==> config.mk <==
export PLATFORM = sky130hd
export DESIGN_NAME = differential_drive_mixer_ramp
export DESIGN_NICKNAME = d
export VERILOG_FILES = /design/src/rtl/ddmr_pkg.sv /design/src/rtl/differential_drive_mixer_ramp.sv /design/src/rtl/ddmr_lane.sv /design/src/rtl/ddmr_merge.sv
export SDC_FILE = /design/constraint.sdc
export NUM_CORES = 2
export LEC_CHECK = 0
export BUFFER_PORTS_ARGS = -buffer_cell sky130_fd_sc_hd__buf_2
export CAP_MARGIN = 20
export CORE_UTILIZATION = 40
export DETAILED_ROUTE_END_ITERATION = 7
export PLACE_DENSITY = 0.52
export SETUP_SLACK_MARGIN = 0.2
export SYNTH_ARGS = -nofsm -noshare
export SYNTH_HDL_FRONTEND = slang
export SYNTH_HIERARCHICAL = 1
export SYNTH_SLANG_ARGS = --single-unit
==> constraint.sdc <==
create_clock -name clk -period 18.4 [get_ports clk]
set_input_delay 2.76 -clock clk [delete_from_list [all_inputs] [get_ports clk]]
set_output_delay 2.76 -clock clk [all_outputs]
set_load 0.005 [all_outputs]
==> src/rtl/ddmr_pkg.sv <==
`timescale 1ns / 1ps
// ----------------------------------------------------------------------------
// ddmr_pkg
// Shared types and constants of the differential drive mixer with ramping.
// ----------------------------------------------------------------------------
package ddmr_pkg;

    localparam int MAX_ELAPSED_MS = 100;
    localparam int MS_W           = $clog2(MAX_ELAPSED_MS + 1);
    localparam int STEP_W         = 15 + MS_W;
    localparam int DIV_STEPS      = 15;
    localparam int CNT_W          = $clog2(DIV_STEPS + 1);

    localparam logic [15:0] Q_ONE = 16'd32768;
    localparam logic [14:0] Q_MAX = 15'd32767;

    // Input operation codes.
    localparam logic [1:0] OP_TANK   = 2'd0;
    localparam logic [1:0] OP_ARCADE = 2'd1;
    localparam logic [1:0] OP_STOP   = 2'd2;
    localparam logic [1:0] OP_TICK   = 2'd3;

    // Configuration register indexes.
    localparam logic [2:0] REG_SPEED_LIMIT = 3'd0;
    localparam logic [2:0] REG_DEADZONE    = 3'd1;
    localparam logic [2:0] REG_RAMP_ENABLE = 3'd2;
    localparam logic [2:0] REG_RAMP_STEP   = 3'd3;
    localparam logic [2:0] REG_INV_LEFT    = 3'd4;
    localparam logic [2:0] REG_INV_RIGHT   = 3'd5;

    typedef enum logic [2:0] {
        LANE_NOP,
        LANE_DZ,
        LANE_NORM,
        LANE_FIN,
        LANE_TICK,
        LANE_STOP
    } lane_op_t;

    typedef enum logic [2:0] {
        S_IDLE,
        S_ISSUE,
        S_DZ_WAIT,
        S_NORM,
        S_NORM_WAIT,
        S_DZ2,
        S_FIN,
        S_EMIT
    } state_t;

    typedef struct packed {
        lane_op_t            op;
        logic signed [17:0]  x;
        logic [16:0]         mx;
        logic [STEP_W-1:0]   step;
        logic [14:0]         dz;
        logic [15:0]         sl;
        logic                inv;
        logic                ramp;
    } lane_cmd_t;

    typedef struct packed {
        logic                busy;
        logic signed [17:0]  val;
        logic signed [15:0]  cur;
    } lane_stat_t;

    typedef struct packed {
        logic signed [17:0]  sum;
        logic signed [17:0]  diff;
        logic [16:0]         mx;
    } merge_t;

endpackage

==> src/rtl/differential_drive_mixer_ramp.sv <==
`timescale 1ns / 1ps
// ----------------------------------------------------------------------------
// differential_drive_mixer_ramp
// Two-wheel tank/arcade drive mixer with deadzone, speed limit and slew ramp.
// ----------------------------------------------------------------------------
// The block takes one item at a time. Left and right sides run in two lanes
// side by side, each with its own 15-step restoring divider. A tank command
// makes one deadzone pass; an arcade command makes three divider passes in a
// row (deadzone, normalize, deadzone again). The output register holds a
// finished item while the next item is taken in, so a stalled output only
// blocks the block when a second result is ready to leave.
module differential_drive_mixer_ramp (
    input  logic               clk,
    input  logic               rst_n,
    input  logic               in_valid,
    output logic               in_ready,
    input  logic [1:0]         op,
    input  logic signed [15:0] value_a,
    input  logic signed [15:0] value_b,
    input  logic [15:0]        elapsed_ms,
    output logic               out_valid,
    input  logic               out_ready,
    output logic signed [15:0] right_drive,
    output logic signed [15:0] left_drive_negated,
    output logic               motors_off,
    input  logic               cfg_we,
    input  logic [2:0]         cfg_index,
    input  logic [15:0]        cfg_data
);

    // Configuration registers.
    logic [15:0] sl_reg;
    logic [14:0] dz_reg;
    logic        ramp_reg;
    logic [14:0] rs_reg;
    logic        invl_reg;
    logic        invr_reg;

    // Captured item.
    logic [1:0]         op_reg;
    logic signed [15:0] a_reg;
    logic signed [15:0] b_reg;
    logic [15:0]        ms_reg;

    ddmr_pkg::state_t state_reg, state_next;
    logic second_reg, second_next;

    logic               ov_reg, ov_next;
    logic signed [15:0] rd_reg;
    logic signed [15:0] ln_reg;
    logic               off_reg;

    ddmr_pkg::lane_cmd_t  cmd_l, cmd_r;
    ddmr_pkg::lane_stat_t stat_l, stat_r;
    ddmr_pkg::merge_t     mix;

    logic                          accept;
    logic                          slot_free;
    logic                          lanes_idle;
    logic [ddmr_pkg::MS_W-1:0]     ms_c;
    logic [ddmr_pkg::STEP_W-1:0]   step;
    logic [15:0]                   sl_eff;
    logic                          load_out;

    assign accept     = in_valid && in_ready;
    assign slot_free  = !ov_reg || out_ready;
    assign lanes_idle = !stat_l.busy && !stat_r.busy;

    // The elapsed time saturates before it scales the per-millisecond step.
    assign ms_c = (ms_reg > 16'(ddmr_pkg::MAX_ELAPSED_MS))
                  ? ddmr_pkg::MS_W'(ddmr_pkg::MAX_ELAPSED_MS) : ms_reg[ddmr_pkg::MS_W-1:0];
    assign step   = rs_reg * ms_c;
    assign sl_eff = (sl_reg > ddmr_pkg::Q_ONE) ? ddmr_pkg::Q_ONE : sl_reg;

    always_ff @(posedge clk or negedge rst_n)
    begin
        if (!rst_n)
        begin
            sl_reg   <= ddmr_pkg::Q_ONE;
            dz_reg   <= 15'd3277;
            ramp_reg <= 1'b1;
            rs_reg   <= 15'd98;
            invl_reg <= 1'b0;
            invr_reg <= 1'b0;
        end
        else if (cfg_we)
        begin
            case (cfg_index)
                ddmr_pkg::REG_SPEED_LIMIT: sl_reg   <= cfg_data;
                ddmr_pkg::REG_DEADZONE:    dz_reg   <= cfg_data[14:0];
                ddmr_pkg::REG_RAMP_ENABLE: ramp_reg <= cfg_data[0];
                ddmr_pkg::REG_RAMP_STEP:   rs_reg   <= cfg_data[14:0];
                ddmr_pkg::REG_INV_LEFT:    invl_reg <= cfg_data[0];
                ddmr_pkg::REG_INV_RIGHT:   invr_reg <= cfg_data[0];
                default:                   sl_reg   <= sl_reg;
            endcase
        end
    end

    always_ff @(posedge clk)
    begin
        if (accept)
        begin
            op_reg <= op;
            a_reg  <= value_a;
            b_reg  <= value_b;
            ms_reg <= elapsed_ms;
        end
    end

    // Sequencer: next state.
    always_comb
    begin
        state_next  = state_reg;
        second_next = second_reg;
        case (state_reg)
            ddmr_pkg::S_IDLE:
            begin
                if (accept)
                begin
                    state_next = ddmr_pkg::S_ISSUE;
                end
            end
            ddmr_pkg::S_ISSUE:
            begin
                second_next = 1'b0;
                if (op_reg == ddmr_pkg::OP_TANK || op_reg == ddmr_pkg::OP_ARCADE)
                begin
                    state_next = ddmr_pkg::S_DZ_WAIT;
                end
                else if (op_reg == ddmr_pkg::OP_STOP || ramp_reg)
                begin
                    state_next = ddmr_pkg::S_EMIT;
                end
                else
                begin
                    state_next = ddmr_pkg::S_IDLE;
                end
            end
            ddmr_pkg::S_DZ_WAIT:
            begin
                if (lanes_idle)
                begin
                    if (op_reg == ddmr_pkg::OP_ARCADE && !second_reg)
                    begin
                        state_next = ddmr_pkg::S_NORM;
                    end
                    else
                    begin
                        state_next = ddmr_pkg::S_FIN;
                    end
                end
            end
            ddmr_pkg::S_NORM:
            begin
                state_next = ddmr_pkg::S_NORM_WAIT;
            end
            ddmr_pkg::S_NORM_WAIT:
            begin
                if (lanes_idle)
                begin
                    state_next = ddmr_pkg::S_DZ2;
                end
            end
            ddmr_pkg::S_DZ2:
            begin
                second_next = 1'b1;
                state_next  = ddmr_pkg::S_DZ_WAIT;
            end
            ddmr_pkg::S_FIN:
            begin
                state_next = ramp_reg ? ddmr_pkg::S_IDLE : ddmr_pkg::S_EMIT;
            end
            ddmr_pkg::S_EMIT:
            begin
                if (slot_free)
                begin
                    state_next = ddmr_pkg::S_IDLE;
                end
            end
            default:
            begin
                state_next = ddmr_pkg::S_IDLE;
            end
        endcase
    end

    // Sequencer: outputs and lane commands.
    always_comb
    begin
        cmd_l      = '0;
        cmd_l.op   = ddmr_pkg::LANE_NOP;
        cmd_l.dz   = dz_reg;
        cmd_l.sl   = sl_eff;
        cmd_l.inv  = invl_reg;
        cmd_l.ramp = ramp_reg;
        cmd_l.step = step;
        cmd_l.mx   = mix.mx;
        cmd_r      = cmd_l;
        cmd_r.inv  = invr_reg;
        in_ready   = 1'b0;
        load_out   = 1'b0;
        case (state_reg)
            ddmr_pkg::S_IDLE:
            begin
                in_ready = 1'b1;
            end
            ddmr_pkg::S_ISSUE:
            begin
                if (op_reg == ddmr_pkg::OP_TANK || op_reg == ddmr_pkg::OP_ARCADE)
                begin
                    cmd_l.op = ddmr_pkg::LANE_DZ;
                    cmd_r.op = ddmr_pkg::LANE_DZ;
                    cmd_l.x  = 18'(a_reg);
                    cmd_r.x  = 18'(b_reg);
                end
                else if (op_reg == ddmr_pkg::OP_STOP)
                begin
                    cmd_l.op = ddmr_pkg::LANE_STOP;
                    cmd_r.op = ddmr_pkg::LANE_STOP;
                end
                else if (ramp_reg)
                begin
                    cmd_l.op = ddmr_pkg::LANE_TICK;
                    cmd_r.op = ddmr_pkg::LANE_TICK;
                end
                else
                begin
                    cmd_l.op = ddmr_pkg::LANE_NOP;
                end
            end
            ddmr_pkg::S_NORM:
            begin
                cmd_l.op = ddmr_pkg::LANE_NORM;
                cmd_r.op = ddmr_pkg::LANE_NORM;
                cmd_l.x  = mix.sum;
                cmd_r.x  = mix.diff;
            end
            ddmr_pkg::S_DZ2:
            begin
                cmd_l.op = ddmr_pkg::LANE_DZ;
                cmd_r.op = ddmr_pkg::LANE_DZ;
                cmd_l.x  = stat_l.val;
                cmd_r.x  = stat_r.val;
            end
            ddmr_pkg::S_FIN:
            begin
                cmd_l.op = ddmr_pkg::LANE_FIN;
                cmd_r.op = ddmr_pkg::LANE_FIN;
            end
            ddmr_pkg::S_EMIT:
            begin
                load_out = slot_free;
            end
            default:
            begin
                in_ready = 1'b0;
            end
        endcase
    end

    always_ff @(posedge clk or negedge rst_n)
    begin
        if (!rst_n)
        begin
            state_reg  <= ddmr_pkg::S_IDLE;
            second_reg <= 1'b0;
            ov_reg     <= 1'b0;
        end
        else
        begin
            state_reg  <= state_next;
            second_reg <= second_next;
            ov_reg     <= ov_next;
        end
    end

    // Output register: loads from the lanes' current values once the slot frees.
    always_comb
    begin
        ov_next = ov_reg;
        if (ov_reg && out_ready)
        begin
            ov_next = 1'b0;
        end
        if (load_out)
        begin
            ov_next = 1'b1;
        end
    end

    always_ff @(posedge clk)
    begin
        if (load_out)
        begin
            rd_reg  <= stat_r.cur;
            ln_reg  <= -stat_l.cur;
            off_reg <= (op_reg == ddmr_pkg::OP_STOP);
        end
    end

    ddmr_lane u_lane_l (
        .clk   (clk),
        .rst_n (rst_n),
        .cmd   (cmd_l),
        .stat  (stat_l)
    );

    ddmr_lane u_lane_r (
        .clk   (clk),
        .rst_n (rst_n),
        .cmd   (cmd_r),
        .stat  (stat_r)
    );

    ddmr_merge u_merge (
        .stat_l (stat_l),
        .stat_r (stat_r),
        .mix    (mix)
    );

    assign out_valid          = ov_reg;
    assign right_drive        = rd_reg;
    assign left_drive_negated = ln_reg;
    assign motors_off         = off_reg;

endmodule

==> src/rtl/ddmr_lane.sv <==
`timescale 1ns / 1ps
// ----------------------------------------------------------------------------
// ddmr_lane
// One wheel side: deadzone and normalize division, limit, invert and slew.
// ----------------------------------------------------------------------------
module ddmr_lane (
    input  logic                 clk,
    input  logic                 rst_n,
    input  ddmr_pkg::lane_cmd_t  cmd,
    output ddmr_pkg::lane_stat_t stat
);

    logic signed [15:0] cur_reg, cur_next;
    logic signed [15:0] tgt_reg, tgt_next;
    logic signed [17:0] val_reg, val_next;
    logic [17:0]        rem_reg, rem_next;
    logic [14:0]        q_reg, q_next;
    logic [16:0]        den_reg, den_next;
    logic               neg_reg, neg_next;
    logic [ddmr_pkg::CNT_W-1:0] cnt_reg, cnt_next;
    logic               busy_reg, busy_next;

    logic [17:0] x_abs;
    logic [16:0] x_mag;
    logic        dz_below;
    logic [16:0] dz_diff;
    logic [16:0] dz_den;
    logic        dz_sat;
    logic        do_norm;
    logic        n_sat;
    logic signed [17:0] x_satv;
    logic [17:0] r2;
    logic        q_bit;
    logic [14:0] q_new;
    logic [17:0] v_abs;
    logic [30:0] prod;
    logic [14:0] lim;
    logic        lim_neg;
    logic signed [15:0] lim_s;
    logic signed [16:0] sdiff;
    logic [16:0] sdmag;
    logic signed [15:0] slewed;
    logic signed [17:0] sat_pos, sat_neg;

    assign sat_pos = 18'sd32767;
    assign sat_neg = -18'sd32767;

    always_comb
    begin
        x_abs    = cmd.x[17] ? -cmd.x : cmd.x;
        x_mag    = x_abs[16:0];
        dz_below = x_mag < {2'b0, cmd.dz};
        dz_diff  = x_mag - {2'b0, cmd.dz};
        dz_den   = {1'b0, ddmr_pkg::Q_ONE} - {2'b0, cmd.dz};
        dz_sat   = dz_diff >= dz_den;
        do_norm  = cmd.mx > {1'b0, ddmr_pkg::Q_ONE};
        n_sat    = x_mag >= cmd.mx;
        if (cmd.x > sat_pos)
        begin
            x_satv = sat_pos;
        end
        else if (cmd.x < sat_neg)
        begin
            x_satv = sat_neg;
        end
        else
        begin
            x_satv = cmd.x;
        end

        r2    = {rem_reg[16:0], 1'b0};
        q_bit = r2 >= {1'b0, den_reg};
        q_new = {q_reg[13:0], q_bit};

        v_abs   = val_reg[17] ? -val_reg : val_reg;
        prod    = v_abs[14:0] * cmd.sl;
        lim     = prod[29:15];
        lim_neg = val_reg[17] ^ cmd.inv;
        lim_s   = lim_neg ? -$signed({1'b0, lim}) : $signed({1'b0, lim});

        sdiff  = {tgt_reg[15], tgt_reg} - {cur_reg[15], cur_reg};
        sdmag  = sdiff[16] ? -sdiff : sdiff;
        if ({{(ddmr_pkg::STEP_W-17){1'b0}}, sdmag} <= cmd.step)
        begin
            slewed = tgt_reg;
        end
        else if (sdiff[16])
        begin
            slewed = cur_reg - $signed(cmd.step[15:0]);
        end
        else
        begin
            slewed = cur_reg + $signed(cmd.step[15:0]);
        end
    end

    always_comb
    begin
        cur_next  = cur_reg;
        tgt_next  = tgt_reg;
        val_next  = val_reg;
        rem_next  = rem_reg;
        q_next    = q_reg;
        den_next  = den_reg;
        neg_next  = neg_reg;
        cnt_next  = cnt_reg;
        busy_next = busy_reg;
        if (busy_reg)
        begin
            rem_next = q_bit ? r2 - {1'b0, den_reg} : r2;
            q_next   = q_new;
            cnt_next = cnt_reg - 1'b1;
            if (cnt_reg == ddmr_pkg::CNT_W'(1))
            begin
                busy_next = 1'b0;
                val_next  = neg_reg ? -$signed({3'b0, q_new}) : $signed({3'b0, q_new});
            end
        end
        else
        begin
            case (cmd.op)
                ddmr_pkg::LANE_DZ:
                begin
                    if (dz_below)
                    begin
                        val_next = '0;
                    end
                    else if (dz_sat)
                    begin
                        val_next = cmd.x[17] ? sat_neg : sat_pos;
                    end
                    else
                    begin
                        rem_next  = {1'b0, dz_diff};
                        den_next  = dz_den;
                        neg_next  = cmd.x[17];
                        q_next    = '0;
                        cnt_next  = ddmr_pkg::CNT_W'(ddmr_pkg::DIV_STEPS);
                        busy_next = 1'b1;
                    end
                end
                ddmr_pkg::LANE_NORM:
                begin
                    if (!do_norm)
                    begin
                        val_next = x_satv;
                    end
                    else if (n_sat)
                    begin
                        val_next = cmd.x[17] ? sat_neg : sat_pos;
                    end
                    else
                    begin
                        rem_next  = {1'b0, x_mag};
                        den_next  = cmd.mx;
                        neg_next  = cmd.x[17];
                        q_next    = '0;
                        cnt_next  = ddmr_pkg::CNT_W'(ddmr_pkg::DIV_STEPS);
                        busy_next = 1'b1;
                    end
                end
                ddmr_pkg::LANE_FIN:
                begin
                    if (cmd.ramp)
                    begin
                        tgt_next = lim_s;
                    end
                    else
                    begin
                        cur_next = lim_s;
                    end
                end
                ddmr_pkg::LANE_TICK:
                begin
                    cur_next = slewed;
                end
                ddmr_pkg::LANE_STOP:
                begin
                    cur_next = '0;
                    tgt_next = '0;
                end
                default:
                begin
                    cur_next = cur_reg;
                end
            endcase
        end
    end

    always_ff @(posedge clk or negedge rst_n)
    begin
        if (!rst_n)
        begin
            cur_reg  <= '0;
            tgt_reg  <= '0;
            busy_reg <= 1'b0;
            cnt_reg  <= '0;
        end
        else
        begin
            cur_reg  <= cur_next;
            tgt_reg  <= tgt_next;
            busy_reg <= busy_next;
            cnt_reg  <= cnt_next;
        end
    end

    always_ff @(posedge clk)
    begin
        val_reg <= val_next;
        rem_reg <= rem_next;
        q_reg   <= q_next;
        den_reg <= den_next;
        neg_reg <= neg_next;
    end

    assign stat.busy = busy_reg;
    assign stat.val  = val_reg;
    assign stat.cur  = cur_reg;

endmodule

==> src/rtl/ddmr_merge.sv <==
`timescale 1ns / 1ps
// ----------------------------------------------------------------------------
// ddmr_merge
// Arcade mixing: sum and difference of the lanes and their larger magnitude.
// ----------------------------------------------------------------------------
module ddmr_merge (
    input  ddmr_pkg::lane_stat_t stat_l,
    input  ddmr_pkg::lane_stat_t stat_r,
    output ddmr_pkg::merge_t     mix
);

    logic [17:0] abs_s, abs_d;

    always_comb
    begin
        mix.sum  = stat_l.val + stat_r.val;
        mix.diff = stat_l.val - stat_r.val;
        abs_s    = mix.sum[17] ? -mix.sum : mix.sum;
        abs_d    = mix.diff[17] ? -mix.diff : mix.diff;
        mix.mx   = (abs_s > abs_d) ? abs_s[16:0] : abs_d[16:0];
    end

endmodule

### Word-level counts from Yosys, hierarchy flattened

Cells that the tools add are included.

| storage, ports and cells | value |
|---|---|
| memory bits (read-only) | 0 |
| logic and storage cells | 314 |
| RAM bits | 0 |
| memories kept | 0 |
| latch bits | 0 |
| flip-flop bits (word level) | 345 |

| operators by class | value |
|---|---|
| reduce and logical (&&, ||, !) cells | 38 |
| div/mod/pow operators | 0 |
| multiplexer cells | 141 |
| shifts and indexed selects | 0 |
| multiply operators | 3 |
| equality and inequality tests | 48 |
| order comparisons | 18 |
| $add $sub $neg | 28 |
| bitwise gates (word level) | 4 |

Operators by type and width:

| operator | count |
|---|---|
| 2-to-1 mux 18 bit | 24 |
| 2-to-1 mux 17 bit | 25 |
| 2-to-1 mux 16 bit | 11 |
| 2-to-1 mux 14 bit | 10 |
| case mux 17 bit (2 select lines) | 4 |
| case mux 18 bit (3 select lines) | 2 |
| case mux 16 bit (3 select lines) | 2 |
| case mux 18 bit (2 select lines) | 2 |
| >= comparator 17 bit | 4 |
| negator 17 bit | 4 |
| case mux 16 bit (2 select lines) | 2 |
| multiplier 15 x 16 -> 30 bit | 2 |
| case mux 14 bit (2 select lines) | 2 |
| less-or-equal comparator 17 x 22 -> 1 bit | 2 |
| 2-to-1 mux 4 bit | 10 |
| >= comparator 18 x 17 -> 1 bit | 2 |
| > comparator 18 x 16 -> 1 bit (second input constant) | 2 |
| less-than comparator 18 x 16 -> 1 bit (second input constant) | 2 |
| negator 15 -> 18 bit | 2 |
| negator 18 bit | 2 |
| less-than comparator 17 x 15 -> 1 bit | 2 |
| subtractor 16 x 16 -> 17 bit | 2 |
| subtractor 17 x 15 -> 17 bit | 2 |
| subtractor 17 bit | 2 |
| 49 further kinds | 156 |

### Depth between registers and ports, before layout

| depth | value |
|---|---|
| depth after elaboration | 12 |
| gate-level depth with buffers | 38 |
| gate-level depth less buffers | 35 |

### Hierarchy

Netlist, hierarchy kept.

Modules (own cells, without submodules):

| module | cells an instance | sequential area each (sq um) | times used | area each (sq um) |
|---|---|---|---|---|
| ddmr_lane (u_lane_l) | 2359 | 2937.8 | 1 | 19673.9 |
| ddmr_lane (u_lane_r) | 2289 | 2937.8 | 1 | 19364.8 |
| differential_drive_mixer_ramp | 828 | 3858.7 | 1 | 9216.3 |
| ddmr_merge | 504 | 0.0 | 1 | 3575.9 |

### Worst setup path before layout

No wires, ideal clock.

| timing | value |
|---|---|
| path type | flip-flop to flip-flop |
| start point | register u_lane_l.val_reg[0] |
| end point | register u_lane_r.val_reg[0] (enable) |
| arrival | 8.088 ns |
| data required time | 18.004 ns |
| slack | 9.916 ns |
| buffers on the path | 1 |
| clock period less this slack | 8.484 ns |
| stages on the path, launching flop included | 27 |
| cells stage by stage | edfxtp_1 > ha_1 > inv_1 > fa_1 > or2_1 > a211o_1 > a2111oi_4 > o31ai_1 > xnor2_1 > inv_1 > o31a_1 > xnor2_1 > inv_1 > ha_1 > nand4_1 > o41ai_1 > buf_2 > mux2i_1 > inv_1 > ha_1 > nand3_1 > nor4_1 > a21oi_1 > o21ai_0 > a32oi_1 > or2_1 > o31ai_2 |

RTL lines:

| what | line | RTL |
|---|---|---|
| from (decl) | ddmr_lane.sv:15 | `logic signed [17:0] val_reg, val_next;` |
| from (signal assigned) | ddmr_lane.sv:210 | `val_reg <= val_next;` |
| to (signal assigned) | ddmr_lane.sv:210 |  |
| to (decl) | ddmr_lane.sv:15 |  |

### Worst setup path after layout

| timing | value |
|---|---|
| start point | register u_lane_l.val_reg[2] |
| end point | register u_lane_l.cur_reg[9] |

| on the way | value |
|---|---|
| cells in the longest elaborated chain, start to end | 7 |

Ends and longest elaborated chain:

| what | line | RTL |
|---|---|---|
| negator 15 bit | ddmr_lane.sv:75 | `v_abs = val_reg[17] ? -val_reg : val_reg;` |
| 2-to-1 mux 15 bit * | ddmr_lane.sv:75 |  |
| multiplier 15 x 16 -> 30 bit * | ddmr_lane.sv:76 | `prod = v_abs[14:0] * cmd.sl;` |
| negator 15 -> 16 bit | ddmr_lane.sv:79 | `lim_s = lim_neg ? -$signed({1'b0, lim}) : $signed({1'b0, lim});` |
| 2-to-1 mux 16 bit * | ddmr_lane.sv:79 |  |
| 2-to-1 mux 16 bit * | ddmr_lane.sv:164 | `if (cmd.ramp)` |
| case mux 16 bit (3 select lines) * | ddmr_lane.sv:121 | `case (cmd.op)` |
| to (signal assigned) | ddmr_lane.sv:201 | `cur_reg <= cur_next;` |
| to (decl) | ddmr_lane.sv:13 | `logic signed [15:0] cur_reg, cur_next;` |

Every way passes the cells marked *; elsewhere a longest branch is shown, timed or not. The select of a mux whose other input is x is not followed.
A chain may end at the register's enable or synchronous reset.

==> Flow_metrics.wiki <==
{| class="wikitable"
! Metric !! Value
|-
| Fin. max-slew vios || 0
|-
| Element type at the critical path end || flip-flop
|-
| Timing-limited maximum frequency || 104 MHz
|-
| Grt ovf || 0
|-
| Average detailed-routed wire length per instance || 21.4 µm
|-
| Total setup buffers inserted after CTS || 0
|-
| Count of mapped cells out of synthesis || 5980
|-
| Final core occ || 43.8%
|-
| Total routed wirelength || 166 mm
|-
| Final antenna-violating net count || 0
|-
| Max Cap Viol || 0
|-
| Clock tree buffer depth || 3
|-
| Port Buffer Count || 108
|-
| Worst clock skew || 0.0655 ns
|-
| Start of the worst register-to-register path || u_lane_l/val_reg[2]
|-
| Critical Path Fanout Max || 16
|-
| Register-to-Register Setup Slack || 8.77 ns
|-
| Drt first-iter violations || 3148
|-
| Hold-critical path depth || 1
|-
| Total Nets Final || 7034
|-
| Total Die Area || 0.131 mm²
|-
| Commonest register cell after synthesis || sky130_fd_sc_hd__edfxtp_1
|-
| Slowest cell on crit path || sky130_fd_sc_hd__o41ai_1
|-
| Worst rel slew slack || 23.3%
|-
| Data required time of the worst path || 18.90 ns
|-
| Run status || completed
|-
| Mean Syn Cell Area || 8.67 µm²
|-
| Number of DRC violations after detailed routing || 0
|-
| Die boundary width || 362 µm
|-
| Post-synthesis async set-or-reset flop share || 37.1%
|-
| Clock latency on the worst-skew pair || 0.63 ns
|-
| Final hold violation count || 0
|-
| Final count of negative-setup-slack endpoints || 0
|-
| Sequential element share of the synthesized area || 18.8%
|-
| Number of warning messages in the yosys log || 6
|-
| Crit path buffers/inverters || 3
|-
| Count of cells resized by post-cts repair || 0
|-
| Synthesis-to-finish area growth || 8.11%
|-
| Starting density of the core || 40.5%
|-
| Kind of launch point of the worst setup path || flip-flop
|-
| Number of clock sinks || 345
|-
| Area share of the largest cell type after synthesis || 16.6%
|-
| Shortest clock period the worst path allows after layout || 9.63 ns
|-
| CP delay by family, top || adder cells
|-
| Largest net degree at the start of global routing || 67
|-
| Critical path type || reg -> reg
|-
| Number of antenna violations at the first check in global routing || 6
|-
| Number of H-tree levels || 2
|-
| Estimated wirelength of the detail-placed design || 131 mm
|-
| Number of top-level pins || 109
|-
| Clock slew at reported path FFs || 0.06 ns
|-
| Global placer's final weighted congestion || 0.949
|-
| Most common library cell in the layout ignoring fill and taps || sky130_fd_sc_hd__inv_1
|-
| Worst min-delay path startpoint || second_reg
|-
| Capturing point of the worst reg2reg path || u_lane_l/cur_reg[9]
|-
| Area of the core || 0.128 mm²
|-
| Sum Neg Setup Slack || 0 ns
|-
| Mapped Area || 0.0518 mm²
|-
| TritonCTS clock tree || built
|-
| Number of distinct standard cells referenced by the synthesized netlist || 138
|-
| Commonest cells after routing, fill and taps aside || 855 x sky130_fd_sc_hd__inv_1, 527 x sky130_fd_sc_hd__nand2_1, 518 x sky130_fd_sc_hd__ha_1, 430 x sky130_fd_sc_hd__fa_1, 287 x sky130_fd_sc_hd__a21oi_1
|-
| Via Count || 43304
|-
| Fraction of layout instances using a drive strength above 1 || 7.94%
|-
| Via-to-Cell Ratio || 5.57
|-
| Worst Reg-to-Reg Cells || 27
|-
| Total clock buffers created by CTS || 44
|-
| Top cells by area in the synthesized netlist || sky130_fd_sc_hd__fa_1 17%, sky130_fd_sc_hd__edfxtp_1 13%, sky130_fd_sc_hd__ha_1 13%
|-
| Most used cell along the critical path || sky130_fd_sc_hd__fa_1
|-
| Hold Slack || 0.488 ns
|-
| Synth area leader || sky130_fd_sc_hd__fa_1
|-
| Root buffer cell || sky130_fd_sc_hd__clkbuf_16
|-
| Number of detailed-route iterations in the first pass || 6
|-
| Height of the chip || 362 µm
|-
| Number of synthesized flops with an enable pin || 217
|-
| Net Count, Synth || 7002
|-
| Wire length of the first global-routing pass || 255 mm
|-
| Setup repair after global routing missed its margin || no
|-
| Transition time of the tightest slew-check pin || 1.14 ns
|-
| Class of the tightest hold or removal check || reg -> reg
|-
| Number of buffers inserted by hold repair at cts || 0
|-
| Number of synthesized register bits || 345
|-
| Worst Hold End || second_reg
|-
| Via count of the first global-routing pass || 42521
|-
| Global routing usage summed across all routing layers || 25.0%
|-
| Data arrival time at the worst-slack endpoint || 10.14 ns
|-
| Crit path largest cell delay || 0.60 ns
|-
| Std-Cell Rows || 131
|-
| Period utilisation layout || 52.4%
|}
[worst reg2reg max path: stages (launching register included)]
cell	delay, ns
sky130_fd_sc_hd__edfxtp_1	0.55
sky130_fd_sc_hd__nor2_1	0.25
sky130_fd_sc_hd__nand4b_1	0.17
sky130_fd_sc_hd__or2_2	0.33
sky130_fd_sc_hd__o41ai_1	0.60
sky130_fd_sc_hd__nand3_1	0.18
sky130_fd_sc_hd__xor2_1	0.39
sky130_fd_sc_hd__buf_4	0.32
sky130_fd_sc_hd__and2_1	0.19
sky130_fd_sc_hd__fa_1	0.45
sky130_fd_sc_hd__fa_1	0.54
sky130_fd_sc_hd__fa_1	0.52
sky130_fd_sc_hd__fa_1	0.52
sky130_fd_sc_hd__fa_1	0.56
sky130_fd_sc_hd__inv_1	0.06
sky130_fd_sc_hd__fa_1	0.53
sky130_fd_sc_hd__inv_1	0.04
sky130_fd_sc_hd__ha_1	0.41
sky130_fd_sc_hd__o21ai_0	0.12
sky130_fd_sc_hd__nor2_1	0.38
sky130_fd_sc_hd__o31ai_1	0.23
sky130_fd_sc_hd__a211oi_2	0.35
sky130_fd_sc_hd__a221o_1	0.33
sky130_fd_sc_hd__nand4bb_2	0.20
sky130_fd_sc_hd__nor3b_4	0.33
sky130_fd_sc_hd__o221a_2	0.28
sky130_fd_sc_hd__mux2_1	0.34
sky130_fd_sc_hd__a2111oi_2	0.34
[how the worst max path moves through the flow]
stage | startpoint | end | cells past startpoint
global route | u_lane_r/val_reg[7] | u_lane_r/val_reg[10] | 35
detailed placement | u_lane_l/val_reg[0] | u_lane_l/cur_reg[9] | 28
CTS | u_lane_l/val_reg[0] | u_lane_l/cur_reg[9] | 28
global placement | u_lane_l/val_reg[0] | u_lane_l/cur_reg[9] | 28
floorplan | u_lane_l/val_reg[0] | u_lane_r/val_reg[0] | 26
finish | u_lane_l/val_reg[2] | u_lane_l/cur_reg[9] | 27
[metrics by stage]
step	area (µm²)	cells	setup slack (ns)
after detailed placement	54500	7692	8.96
after global placement	54500	7692	9.08
after CTS	56000	7773	8.87
final	56000	7778	8.77
after floorplan	51800	5980	9.92
after global routing	56000	7776	8.28
[cells in the mapped netlist, types with 69 or more instances]
| cell type | count |
|---|---|
| sky130_fd_sc_hd__nor2b_1 | 217 |
| sky130_fd_sc_hd__and3_1 | 69 |
| sky130_fd_sc_hd__o21ai_0 | 279 |
| sky130_fd_sc_hd__nor3_1 | 104 |
| sky130_fd_sc_hd__nor2_1 | 253 |
| sky130_fd_sc_hd__xor2_1 | 117 |
| sky130_fd_sc_hd__nand3_1 | 98 |
| sky130_fd_sc_hd__clkbuf_1 | 190 |
| sky130_fd_sc_hd__nand2b_1 | 74 |
| sky130_fd_sc_hd__edfxtp_1 | 217 |
| sky130_fd_sc_hd__dfrtp_1 | 116 |
| sky130_fd_sc_hd__ha_1 | 518 |
| sky130_fd_sc_hd__a21oi_1 | 287 |
| sky130_fd_sc_hd__a21o_1 | 86 |
| sky130_fd_sc_hd__fa_1 | 430 |
| sky130_fd_sc_hd__nand2_1 | 527 |
| sky130_fd_sc_hd__and2_1 | 243 |
| sky130_fd_sc_hd__xnor2_1 | 279 |
| sky130_fd_sc_hd__inv_1 | 855 |
[cell type report]
type	count	area, µm²
Tap cell	1729	2160
Inverter	858	3220
Multi-Input combinational cell	4547	38000
Fill cell	12772	72000
Timing Repair Buffer	216	1370
Clock buffer	58	1220
Sequential cell	345	9740
Clock inverter	23	294
Antenna cell	2	5.00
[cells by family (layout without fill, tap and decap cells)]
logic type      Yosys count  count (layout)  share of synthesized area, %
compound gates         1234            1234                          16.1
xor+xnor                399             399                          6.79
fa+ha+maj               948             948                          29.1
buf+inv                1088            1155                          8.09
flops                   345             345                          18.8
mux                     109             109                          2.27
other cells               0               2                             0
simple gates           1857            1857                          18.8
[layer usage]
metal | track usage, % | wire length [µm] | vias up
li1 | - | - | 20506
met1 | 33.3 | 74100 | 21478
met2 | 42.6 | 79800 | 1086
met3 | 2.12 | 6900 | 232
met4 | 8.18 | 5510 | 2
met5 | 0 | 13 | -
Power is left out: the tool's default activity adds up to more than one toggle a clock period on the data nets, which glitch-free logic cannot reach.
